===== src/nstp_pkg.sv =====
// shared types, codes and constants for the nested tlv stream parser
package nstp_pkg;

  localparam int MAX_DEPTH = 8;
  localparam int OFF_W     = 16;
  localparam int DEPTH_W   = $clog2(MAX_DEPTH + 1);
  localparam int STK_IW    = (MAX_DEPTH > 1) ? $clog2(MAX_DEPTH) : 1;
  localparam int HDR_BYTES = 2;

  localparam int CFG_IDX_W  = 2;
  localparam int CFG_DATA_W = 16;

  typedef enum logic [CFG_IDX_W-1:0] {
    CFG_MSG_LEN    = 2'd0,
    CFG_COMP_MASK  = 2'd1,
    CFG_COMP_MATCH = 2'd2
  } cfg_reg_t;

  typedef enum logic [1:0] {
    PH_TYPE = 2'd0,
    PH_LEN  = 2'd1,
    PH_DATA = 2'd2
  } phase_t;

  typedef enum logic [1:0] {
    ST_RUN  = 2'd0,
    ST_DONE = 2'd1,
    ST_ERR  = 2'd2
  } status_t;

  typedef enum logic [2:0] {
    EV_TYPE    = 3'd0,
    EV_START   = 3'd1,
    EV_DATA    = 3'd2,
    EV_IGNORED = 3'd3,
    EV_ERROR   = 3'd4
  } ev_kind_t;

  typedef enum logic [1:0] {
    ERR_NONE    = 2'd0,
    ERR_TRUNC   = 2'd1,
    ERR_OVERRUN = 2'd2,
    ERR_DEEP    = 2'd3
  } err_code_t;

  typedef struct packed {
    logic [7:0] message_byte;
    logic       start_req;
  } in_t;

  typedef struct packed {
    logic [2:0] event_kind;
    logic [7:0] node_type;
    logic [7:0] node_length;
    logic [3:0] node_depth;
    logic       is_composite;
    logic [7:0] data_out;
    logic [3:0] closed_count;
    logic       root_done;
    logic [1:0] error_code;
  } out_t;

endpackage


===== src/nstp_core.sv =====
// parse state, end offset stack and per-byte event logic
module nstp_core
  import nstp_pkg::*;
(
  input  logic                  clk,
  input  logic                  rst_n,
  input  logic                  cfg_we,
  input  logic [CFG_IDX_W-1:0]  cfg_index,
  input  logic [CFG_DATA_W-1:0] cfg_wdata,
  input  logic                  take,
  input  in_t                   item,
  output out_t                  result
);

  logic [OFF_W-1:0]   msg_len_r;
  logic [7:0]         comp_mask_r;
  logic [7:0]         comp_match_r;

  logic [OFF_W-1:0]   off_r, off_nxt;
  logic [OFF_W-1:0]   leaf_r, leaf_nxt;
  logic [DEPTH_W-1:0] depth_r, depth_nxt;
  phase_t             phase_r, phase_nxt;
  logic [7:0]         held_r, held_nxt;
  status_t            status_r, status_nxt;
  err_code_t          err_r, err_nxt;
  logic [OFF_W-1:0]   stack_r [MAX_DEPTH];

  // effective state after an optional start clear
  logic [OFF_W-1:0]   off_e, leaf_e;
  logic [DEPTH_W-1:0] depth_e;
  phase_t             phase_e;
  logic [7:0]         held_e;
  status_t            status_e;
  err_code_t          err_e;

  logic [OFF_W-1:0]   enc_end;
  logic [OFF_W:0]     data_end;
  logic               comp;
  logic [OFF_W-1:0]   close_off;
  logic [MAX_DEPTH-1:0] hit;
  logic [DEPTH_W-1:0] pops;
  logic               do_unwind;
  logic               do_push;
  logic [OFF_W-1:0]   push_val;
  logic [DEPTH_W-1:0] depth_m1;
  logic [7:0]         b;

  assign b = item.message_byte;

  always_comb begin
    if (item.start_req) begin
      off_e    = '0;
      leaf_e   = '0;
      depth_e  = '0;
      phase_e  = PH_TYPE;
      held_e   = '0;
      status_e = ST_RUN;
      err_e    = ERR_NONE;
    end else begin
      off_e    = off_r;
      leaf_e   = leaf_r;
      depth_e  = depth_r;
      phase_e  = phase_r;
      held_e   = held_r;
      status_e = status_r;
      err_e    = err_r;
    end
  end

  assign depth_m1 = depth_e - DEPTH_W'(1);
  assign enc_end  = (depth_e == '0) ? msg_len_r : stack_r[depth_m1[STK_IW-1:0]];
  assign data_end = {1'b0, off_e} + (OFF_W+1)'(1) + (OFF_W+1)'(b);
  assign comp     = (held_e & comp_mask_r) == comp_match_r;

  // offset at which a record closes on this byte
  assign close_off = (phase_e == PH_LEN) ? data_end[OFF_W-1:0] : off_e + OFF_W'(1);

  always_comb begin
    for (int i = 0; i < MAX_DEPTH; i++) begin
      hit[i] = (DEPTH_W'(i) < depth_e) && (stack_r[i] == close_off);
    end
  end
  assign pops = DEPTH_W'($countones(hit));

  always_comb begin
    result     = '0;
    off_nxt    = off_e;
    leaf_nxt   = leaf_e;
    depth_nxt  = depth_e;
    phase_nxt  = phase_e;
    held_nxt   = held_e;
    status_nxt = status_e;
    err_nxt    = err_e;
    do_unwind  = 1'b0;
    do_push    = 1'b0;
    push_val   = data_end[OFF_W-1:0];
    case (status_e)
      ST_ERR: begin
        result.event_kind = EV_ERROR;
        result.error_code = err_e;
      end
      ST_DONE: begin
        result.event_kind = EV_IGNORED;
      end
      default: begin
        case (phase_e)
          PH_TYPE: begin
            if (({1'b0, off_e} + (OFF_W+1)'(HDR_BYTES)) > {1'b0, enc_end}) begin
              status_nxt        = ST_ERR;
              err_nxt           = ERR_TRUNC;
              result.event_kind = EV_ERROR;
              result.error_code = ERR_TRUNC;
            end else begin
              held_nxt          = b;
              phase_nxt         = PH_LEN;
              off_nxt           = off_e + OFF_W'(1);
              result.event_kind = EV_TYPE;
              result.node_type  = b;
              result.node_depth = 4'(depth_e);
            end
          end
          PH_LEN: begin
            if (data_end > {1'b0, enc_end}) begin
              status_nxt        = ST_ERR;
              err_nxt           = ERR_OVERRUN;
              result.event_kind = EV_ERROR;
              result.error_code = ERR_OVERRUN;
            end else if (comp && (b != 8'd0) && (depth_e >= DEPTH_W'(MAX_DEPTH))) begin
              status_nxt        = ST_ERR;
              err_nxt           = ERR_DEEP;
              result.event_kind = EV_ERROR;
              result.error_code = ERR_DEEP;
            end else begin
              result.event_kind   = EV_START;
              result.node_type    = held_e;
              result.node_length  = b;
              result.node_depth   = 4'(depth_e);
              result.is_composite = comp;
              off_nxt             = data_end[OFF_W-1:0];
              if (b == 8'd0) begin
                do_unwind = 1'b1;
              end else if (comp) begin
                do_push   = 1'b1;
                depth_nxt = depth_e + DEPTH_W'(1);
                phase_nxt = PH_TYPE;
              end else begin
                leaf_nxt  = data_end[OFF_W-1:0];
                phase_nxt = PH_DATA;
              end
            end
          end
          default: begin
            result.event_kind = EV_DATA;
            result.node_type  = held_e;
            result.node_depth = 4'(depth_e);
            result.data_out   = b;
            off_nxt           = off_e + OFF_W'(1);
            do_unwind         = (off_e + OFF_W'(1)) == leaf_e;
          end
        endcase
        if (do_unwind) begin
          result.closed_count = 4'(pops + DEPTH_W'(1));
          depth_nxt           = depth_e - pops;
          phase_nxt           = PH_TYPE;
          if (depth_e == pops) begin
            result.root_done = 1'b1;
            status_nxt       = ST_DONE;
          end
        end
      end
    endcase
  end

  always_ff @(posedge clk) begin
    if (!rst_n) begin
      msg_len_r    <= '0;
      comp_mask_r  <= 8'd128;
      comp_match_r <= 8'd128;
    end else if (cfg_we) begin
      case (cfg_index)
        CFG_MSG_LEN:    msg_len_r    <= cfg_wdata[OFF_W-1:0];
        CFG_COMP_MASK:  comp_mask_r  <= cfg_wdata[7:0];
        CFG_COMP_MATCH: comp_match_r <= cfg_wdata[7:0];
        default: ;
      endcase
    end
  end

  always_ff @(posedge clk) begin
    if (!rst_n) begin
      off_r    <= '0;
      leaf_r   <= '0;
      depth_r  <= '0;
      phase_r  <= PH_TYPE;
      held_r   <= '0;
      status_r <= ST_RUN;
      err_r    <= ERR_NONE;
    end else if (take) begin
      off_r    <= off_nxt;
      leaf_r   <= leaf_nxt;
      depth_r  <= depth_nxt;
      phase_r  <= phase_nxt;
      held_r   <= held_nxt;
      status_r <= status_nxt;
      err_r    <= err_nxt;
    end
  end

  always_ff @(posedge clk) begin
    if (take && do_push) begin
      stack_r[depth_e[STK_IW-1:0]] <= push_val;
    end
  end

  a_depth_bound: assert property (@(posedge clk) disable iff (!rst_n)
    depth_r <= DEPTH_W'(MAX_DEPTH))
    else $error("open depth beyond stack size");

  a_done_empty: assert property (@(posedge clk) disable iff (!rst_n)
    (status_r == ST_DONE) |-> (depth_r == '0))
    else $error("root done with composites still open");

  a_data_running: assert property (@(posedge clk) disable iff (!rst_n)
    (phase_r == PH_DATA) |-> (status_r == ST_RUN && leaf_r != '0))
    else $error("leaf data phase outside a running parse");

  a_err_sticky: assert property (@(posedge clk) disable iff (!rst_n)
    (status_r == ST_ERR && take && !item.start_req) |=> (status_r == ST_ERR))
    else $error("error status cleared without start");

endmodule


===== src/nstp_outbuf.sv =====
// two-entry skid buffer on the result channel
module nstp_outbuf
  import nstp_pkg::*;
(
  input  logic clk,
  input  logic rst_n,
  input  logic push,
  input  out_t push_data,
  output logic full,
  output logic out_valid,
  input  logic out_stall,
  output out_t out_data
);

  logic [1:0] cnt_r, cnt_nxt;
  out_t       slot_r [2];
  logic       pop;
  logic       wr_hi;

  assign pop       = (cnt_r != 2'd0) && !out_stall;
  assign full      = cnt_r == 2'd2;
  assign out_valid = cnt_r != 2'd0;
  assign out_data  = slot_r[0];
  assign cnt_nxt   = cnt_r - {1'b0, pop} + {1'b0, push};
  assign wr_hi     = (cnt_r - {1'b0, pop}) != 2'd0;

  always_ff @(posedge clk) begin
    if (!rst_n) begin
      cnt_r <= '0;
    end else begin
      cnt_r <= cnt_nxt;
    end
  end

  always_ff @(posedge clk) begin
    if (pop && cnt_r == 2'd2) begin
      slot_r[0] <= slot_r[1];
    end
    if (push) begin
      if (wr_hi) begin
        slot_r[1] <= push_data;
      end else begin
        slot_r[0] <= push_data;
      end
    end
  end

  a_no_overflow: assert property (@(posedge clk) disable iff (!rst_n)
    full |-> !push)
    else $error("push into full result buffer");

  a_count_bound: assert property (@(posedge clk) disable iff (!rst_n)
    cnt_r != 2'd3)
    else $error("result buffer count out of range");

  a_hold_head: assert property (@(posedge clk) disable iff (!rst_n)
    (out_valid && out_stall) |=> (out_valid && $stable(out_data)))
    else $error("stalled result changed");

endmodule


===== src/nested_tlv_stream_parser.sv =====
// top level of the nested tlv stream parser
//
//   channel | ports                          | direction
//   in      | in_valid in_stall in_data      | byte transactions in
//   out     | out_valid out_stall out_data   | one event per byte out
//   cfg     | cfg_we cfg_index cfg_wdata     | register writes
//
// one byte per cycle while in_stall is low: offset compares, stack compare and push or pop in one stage
// each accepted byte's event is written to a two-entry result buffer and is visible there in the next cycle
// in_stall is high only when both result slots are occupied
// synchronous active-low reset; registers return to defaults, stack is not cleared
module nested_tlv_stream_parser
  import nstp_pkg::*;
(
  input  logic                  clk,
  input  logic                  rst_n,
  input  logic                  in_valid,
  output logic                  in_stall,
  input  in_t                   in_data,
  output logic                  out_valid,
  input  logic                  out_stall,
  output out_t                  out_data,
  input  logic                  cfg_we,
  input  logic [CFG_IDX_W-1:0]  cfg_index,
  input  logic [CFG_DATA_W-1:0] cfg_wdata
);

  logic take;
  logic full;
  out_t result;

  assign take     = in_valid && !full;
  assign in_stall = full;

  nstp_core u_core (
    .clk       (clk),
    .rst_n     (rst_n),
    .cfg_we    (cfg_we),
    .cfg_index (cfg_index),
    .cfg_wdata (cfg_wdata),
    .take      (take),
    .item      (in_data),
    .result    (result)
  );

  nstp_outbuf u_outbuf (
    .clk       (clk),
    .rst_n     (rst_n),
    .push      (take),
    .push_data (result),
    .full      (full),
    .out_valid (out_valid),
    .out_stall (out_stall),
    .out_data  (out_data)
  );

endmodule

===== config.mk =====
export PLATFORM = sky130hd
export DESIGN_NAME = nested_tlv_stream_parser
export DESIGN_NICKNAME = d
export VERILOG_FILES = /design/src/nstp_pkg.sv /design/src/nstp_core.sv /design/src/nstp_outbuf.sv /design/src/nested_tlv_stream_parser.sv
export SDC_FILE = /design/constraint.sdc
export NUM_CORES = 1
export LEC_CHECK = 0
export BUFFER_PORTS_ARGS = -buffer_cell sky130_fd_sc_hd__buf_2
export CAP_MARGIN = 5
export CORE_UTILIZATION = 42
export CTS_CLUSTER_DIAMETER = 120
export DETAILED_ROUTE_END_ITERATION = 6
export GPL_TIMING_DRIVEN = 0
export PLACE_DENSITY_LB_ADDON = 0.12
export SYNTH_ARGS = -nofsm -noshare
export SYNTH_HDL_FRONTEND = slang
export SYNTH_SLANG_ARGS = --single-unit

===== constraint.sdc =====
create_clock -name clk -period 9.7 [get_ports clk]
set_input_delay 1.455 -clock clk [delete_from_list [all_inputs] [get_ports clk]]
set_output_delay 1.455 -clock clk [all_outputs]
set_load 0.1 [all_outputs]

==> results by group, run 1 <==
Floorplanning
  – Io pins: 73
  – Initial Util: 42.9%
  – Rows: 77
  – Core area: 44,500 um^2
  – Die area: 46,400 um^2
  – Die X: 215 um
  – Die Ht: 215 um

Clocking
  – Later-pin clock latency in the skew report: 0.58 ns
  – Clk sinks: 290
  – Num CTS Buffers: 34
  – Clock tree from TritonCTS: done
  – Clk buf depth: 3
  – Reg clk slew, reported paths: 0.06 ns
  – H-tree levels: 2
  – CTS root buf: clkbuf_16

Worst setup path
  – Worst EP required: 10.19 ns
  – CP Launch Type: input port
  – Worst R2R Start: u_core.off_r[0]
  – Worst R2R Path Depth: 28
  – Critical path type: in2reg
  – Slowest Stage Delay on Critical Path: 0.53 ns
  – Crit-path max FO: 19
  – Worst path slowest cell: nor4_1
  – Crit end category: flip-flop
  – R2R setup slack: 0.74 ns
  – FF-to-FF End: u_core.depth_r[3]
  – Worst endpoint data arrival time: 10.10 ns

Layout
  – Design area: 22,000 um^2
  – Layout cells sized above 1: 14.8%
  – Final nets: 2,162
  – Area occupied by registers: 7870 um^2
  – Footprint of the multi-input gates: 10,800 um^2
  – Final Util: 49.5%
  – Fill cell count: 4,254
  – Synth-to-layout area growth: 15.4%

Min path
  – Worst hold endpoint: u_core.msg_len_r[13]
  – Worst hold stages: 2
  – Hold crit path type: reg2reg
  – HP Start: u_core.msg_len_r[13]

Drt
  – Post-route ant nets: 0
  – Wire length per cell: 33.0 um
  – Drt total wl: 88.8 mm
  – # DRC: 0
  – DR pass1 iterations: 6
  – Vias per cell: 6.48
  – 1st-iter DRT viols: 1,721
  – Via Count: 17,444

Run
  – Max Cap Viol: 0

STA
  – Worst-margin pin slew: 1.31 ns
  – Final Max Tran Viols: 0
  – Fin crit share: 99.1%
  – Max_slew headroom: 11.9%
  – Clk_skew: 0.0295 ns
  – RSZ-0062 raised after global routing: yes
  – # setup viols final: 0
  – Max Clk Rate: 104 MHz
  – Tmin final: 9.61 ns
  – Final hold vios: 0

GRT
  – Tot GR Track Use: 38.1%
  – Initial antenna violation count: 2
  – Grt ovf: 0
  – Vias in the first global route: 16,680
  – First-pass GRT wire length: 125 mm
  – Largest net degree at the start of global routing: 28

Placed design
  – Placed inst area: 20,600 um^2
  – Hpwl dp: 69.7 mm
  – Port Buffer Count: 68
  – RePlAce Congestion: 1.02

Status
  – Status: complete, no violations

Synthesis
  – Area share of the largest cell type after synthesis: 32.4%
  – Gate Count Post-Synth: 1,941
  – Top post-synthesis cells by area: edfxtp_1 (32%), dfxtp_1 (8.8%), xnor2_1 (5.6%), mux4_2 (3.8%), xor2_1 (3.7%)
  – Synth Warn #: 0
  – Avg Cell Area, Syn: 9.85 um^2
  – Number of synthesized register bits: 290
  – Largest area contributor in the netlist: edfxtp_1
  – Count of unique library cells instantiated by Yosys: 86
  – Net Count, Synth: 2,031
  – Post-synth EDFFs: 206
  – Post-synth ARST share: 0%
  – Dominant synthesized flop cell: edfxtp_1
  – Post-Synthesis Cell Area: 19,100 um^2
  – Register area share after synthesis: 41.2%
  – Commonest cells in the synthesized netlist: edfxtp_1 (206), nand2_1 (176), nor2_1 (129)
  – Top-count cell post-synth: edfxtp_1

Pwr
  – Leakage power: 7.72 nW
  – Power Total: 5.29 mW
  – PD cells: 240 nW/um^2
  – Worst VDD drop: 0.000370 V
cells by family after synthesis:
kind of cell,count (synthesis),synth area share [%]
AOI/OAI and AO/OA,444,15.9
xor gates and xnor gates,203,9.30
adders and majority gates,59,4.05
buffers and inverters,176,3.67
DFF,290,41.2
muxes,121,8.76
and+or+nand+nor,648,17.2
cell type report:
type | instances | area share (%)
Multi-Input combinational cell | 1475 | 49.1
Sequential cell | 290 | 35.7
Clock buffer | 45 | 4.42
Tap cell | 592 | 3.36
Timing Repair Buffer | 98 | 3.19
Buffer | 126 | 2.42
Clock inverter | 16 | 1.04
Inverter | 47 | 0.800
Antenna cell | 1 | 0.0114
cells in the final DEF (no fill, tap or decap), types with 48 or more instances in the layout:
cell / instances
a21oi_1: 83
mux2i_1: 48
edfxtp_1: 206
o21ai_0: 83
nor2_1: 125
nor3_1: 59
xnor2_1: 117
clkbuf_1: 91
buf_2: 83
nand2_1: 176
ha_1: 51
nand3_1: 65
dfxtp_1: 84
xor2_1: 78
state kept, by name (all words and copies together), names as in the netlist:
signal and cells:
u_core.comp_match_r 8, u_core.off_r 16, u_core.held_r 8, u_core.leaf_r 16
u_core.status_r 2, u_core.comp_mask_r 8, u_core.stack_r 128, u_core.depth_r 4
u_core.phase_r 2, u_core.msg_len_r 16, u_core.err_r 2, u_outbuf.cnt_r 2
u_outbuf.slot_r 78
how the worst max path moves through the flow:
stage | cells after the start | startpoint | end | slack, ns
6_report | 34 | in_data[0] | u_core.depth_r[3] | 0.09
5_1_grt | 33 | in_data[0] | u_core.depth_r[3] | -0.13
3_5_place_dp | 36 | in_data[0] | u_core.depth_r[3] | -3.61
2_1_floorplan | 34 | in_data[0] | u_core.depth_r[3] | 0.60
3_3_place_gp | 23 | in_data[0] | u_core.stack_r[1][15] | -5.08
4_1_cts | 34 | in_data[0] | u_core.depth_r[3] | 0.04
power breakdown:
part	internal (mW)	switching (mW)
clock network	0.847	0.551
logic	0.514	1.70
registers	1.61	0.0699
total	2.97	2.32
critical path, delay by kind of cell:
family / cells / cell delay (ns)
buffers and inverters: 9 / 1.96
and+or+nand+nor: 6 / 1.39
adders and majority gates: 6 / 2.21
AOI/OAI and AO/OA: 9 / 2.00
xor gates and xnor gates: 4 / 1.05
routing by layer:
layer | wire [um] | track usage [%] | part of all wire, %
met2 | 40700 | 60.7 | 46
met4 | 6240 | 24.0 | 7.0
met1 | 35100 | 47.8 | 40
met3 | 6710 | 6.65 | 7.6
met5 | 7 | 0 | 0.0079
per-stage QoR:
step / setup TNS [ns] / hold WS, ns / worst slack (ns) / std cells
2_1_floorplan: 0 / 0.440 / 0.598 / 1941
3_5_place_dp: -461.83 / 0.468 / -3.61 / 2623
4_1_cts: 0 / 0.478 / 0.0354 / 2684
5_1_grt: -0.133 / 0.502 / -0.133 / 2689
3_3_place_gp: -766.16 / 0.459 / -5.08 / 2601
6_report: 0 / 0.475 / 0.0878 / 2690
repair_timing:
item | CTS | global route
endpoints found under the hold margin | 0 | 0
hold buffers | 0 | 0
resized for setup | 26 | 17
setup buffers | 3 | 3
pin swaps | 1 | 1
endpoints found under the setup margin | 230 | 11
Note: power is estimated with default switching activity, not from simulation.
==> run 2: changes to the inputs <==
- REMOVE_ABC_BUFFERS: default -> 1
==> run 2 against run 1 <==
Register-to-register slack barely moved. Final cell count fell by 4.3%. Worst setup slack improved by 0.18 ns. Non-clock buffer count fell by 116. Clock power fell by 4%. Design area fell by 2.3%. Critical path type unchanged. Critical endpoint unchanged. Largest cell class unchanged. Highest routed layer is now met4.
==> results by group, run 2 (synthesis results as in run 1) <==
GRT
  – Initial antenna violation count: 0
  – Vias in the first global route: 15,613
  – Tot GR Track Use: 32.5%
  – Grt ovf: 0
  – First-pass GRT wire length: 110 mm
  – Largest net degree at the start of global routing: 70

Layout
  – Most common cell after layout, fill and taps aside: edfxtp_1
  – Flip-flop count of the largest register after layout: 128
  – Fill cell count: 4,253
  – Final nets: 2,048
  – Synth-to-layout area growth: 12.7%
  – Layout cells sized above 1: 15.0%
  – Final Util: 48.4%
  – Most frequent cells in the layout: edfxtp_1 (206), nand2_1 (175), nor2_1 (125), xnor2_1 (116)

Drt
  – # DRC: 0
  – Wire length per cell: 29.5 um
  – 1st-iter DRT viols: 2,210
  – Post-route ant nets: 0
  – Drt total wl: 76.0 mm
  – Via Count: 16,466
  – DR pass1 iterations: 6
  – Vias per cell: 6.39

Placed design
  – RePlAce Congestion: 0.974
  – Hpwl dp: 57.1 mm
  – Port Buffer Count: 72

Floorplanning
  – Die area: 46,400 um^2
  – Core area: 44,500 um^2
  – Die X: 215 um
  – Die Ht: 215 um
  – Rows: 77
  – Io pins: 73
  – Initial Util: 42.9%

STA
  – Max Clk Rate: 106 MHz
  – Worst-margin pin slew: 1.42 ns
  – # setup viols final: 0
  – Final Max Tran Viols: 0
  – Tmin final: 9.43 ns
  – Fin crit share: 97.2%
  – RSZ-0062 raised after global routing: no
  – Final hold vios: 0
  – Clk_skew: 0.0310 ns
  – Fin Setup TNS: 0 ns
  – Max_slew headroom: 4.87%

Pwr
  – Leakage power: 7.49 nW
  – PD cells: 237 nW/um^2
  – Worst VDD drop: 0.000334 V

Min path
  – Hold crit path type: reg2reg
  – HP Start: u_core.msg_len_r[4]
  – Worst hold stages: 2
  – Worst hold endpoint: u_core.msg_len_r[4]

Clocking
  – Clk sinks: 290
  – Num CTS Buffers: 35
  – H-tree levels: 2
  – Reg clk slew, reported paths: 0.07 ns
  – Clk buf depth: 3
  – Hold buffers post-CTS: 0
  – Later-pin clock latency in the skew report: 0.56 ns
  – CTS root buf: clkbuf_16
  – Clock tree from TritonCTS: done

Worst setup path
  – CP startpoint: in_data[0]
  – Worst R2R Path Depth: 27
  – Crit end category: flip-flop
  – Worst endpoint data arrival time: 9.91 ns
  – R2R setup slack: 0.74 ns
  – Critical path type: in2reg
  – CP Launch Type: input port
  – Worst R2R Start: u_core.off_r[0]
  – FF-to-FF End: u_core.depth_r[3]
  – Worst path slowest cell: nor2_1
  – Worst EP required: 10.17 ns
  – Slowest Stage Delay on Critical Path: 0.98 ns
  – Crit-path max FO: 26

Status
  – Status: complete, no violations

Run
  – Max Cap Viol: 0
-- run 2: cell count changes in the layout (fill, tap and decap cells not counted), sizes merged --
cell / before / now
clkbuf: 137 / 43
buf: 131 / 108
clkinv: 8 / 12
clkinvlp: 0 / 2
inv: 50 / 48
bufinv: 5 / 4
clkdlybuf4s18: 1 / 0
-- run 2: stage by stage --
stage	instances	hold slack [ns]	power (mW)	setup slack (ns)	area, um^2
global route	2574	0.497	5.28	0.116	21500
floorplan	1812	0.440	3.18	0.375	18600
detailed placement	2506	0.467	3.74	-1.43	20200
CTS	2567	0.475	5.09	0.0429	21400
finish	2575	0.469	5.11	0.267	21500
global placement	2476	0.462	3.70	-5.79	19700
-- run 2: what timing repair did --
action / 4_1_cts / 5_1_grt
hold endpoints to repair: 0 / 0
resized for setup: 6 / 7
gates cloned: 0 / 1
setup buffers: 0 / 3
setup endpoints to repair: 28 / 12
pin swaps: 0 / 0
-- run 2: layer usage --
| metal | track usage, % | vias up | routed length (um) |
|---|---|---|---|
| li1 | - | 7324 | - |
| met1 | 47.0 | 8125 | 33200 |
| met2 | 47.3 | 892 | 32100 |
| met3 | 8.21 | 125 | 8330 |
| met4 | 9.91 | 0 | 2320 |
| met5 | 0 | - | 0 |
-- run 2: critical path, delay by kind of cell --
kind | cells | cell delay (ns)
xor+xnor | 1 | 0.26
fa+ha+maj | 6 | 2.22
simple gates | 10 | 3.30
buf+inv | 6 | 1.00
compound gates | 6 | 1.63
-- run 2: cell type report --
class	instances	area [um^2]	share of cell area, %
well taps	592	741	3.44
diodes	1	2.50	0.0116
clock buffers	43	937	4.35
flip-flops and latches	290	7870	36.5
inverters	47	180	0.837
repair buffers	108	810	3.76
multi-input cells	1475	10800	50.1
repair inverters	1	5.00	0.0232
clock inverters	18	211	0.982
-- run 2: worst max path at each step --
stage | end
floorplan | u_core.depth_r[3]
global placement | u_outbuf.slot_r[0][2]
detailed placement | u_core.depth_r[3]
CTS | u_core.depth_r[3]
global route | u_core.depth_r[3]
finish | u_core.depth_r[3]
-- run 2: report_power, final --
group	internal (mW)	switching, mW	total [mW]	leakage [nW]
clock	0.797	0.542	1.34	0.564
combinational	0.494	1.56	2.05	4.33
sequential	1.61	0.112	1.72	2.60
total	2.90	2.21	5.11	7.49
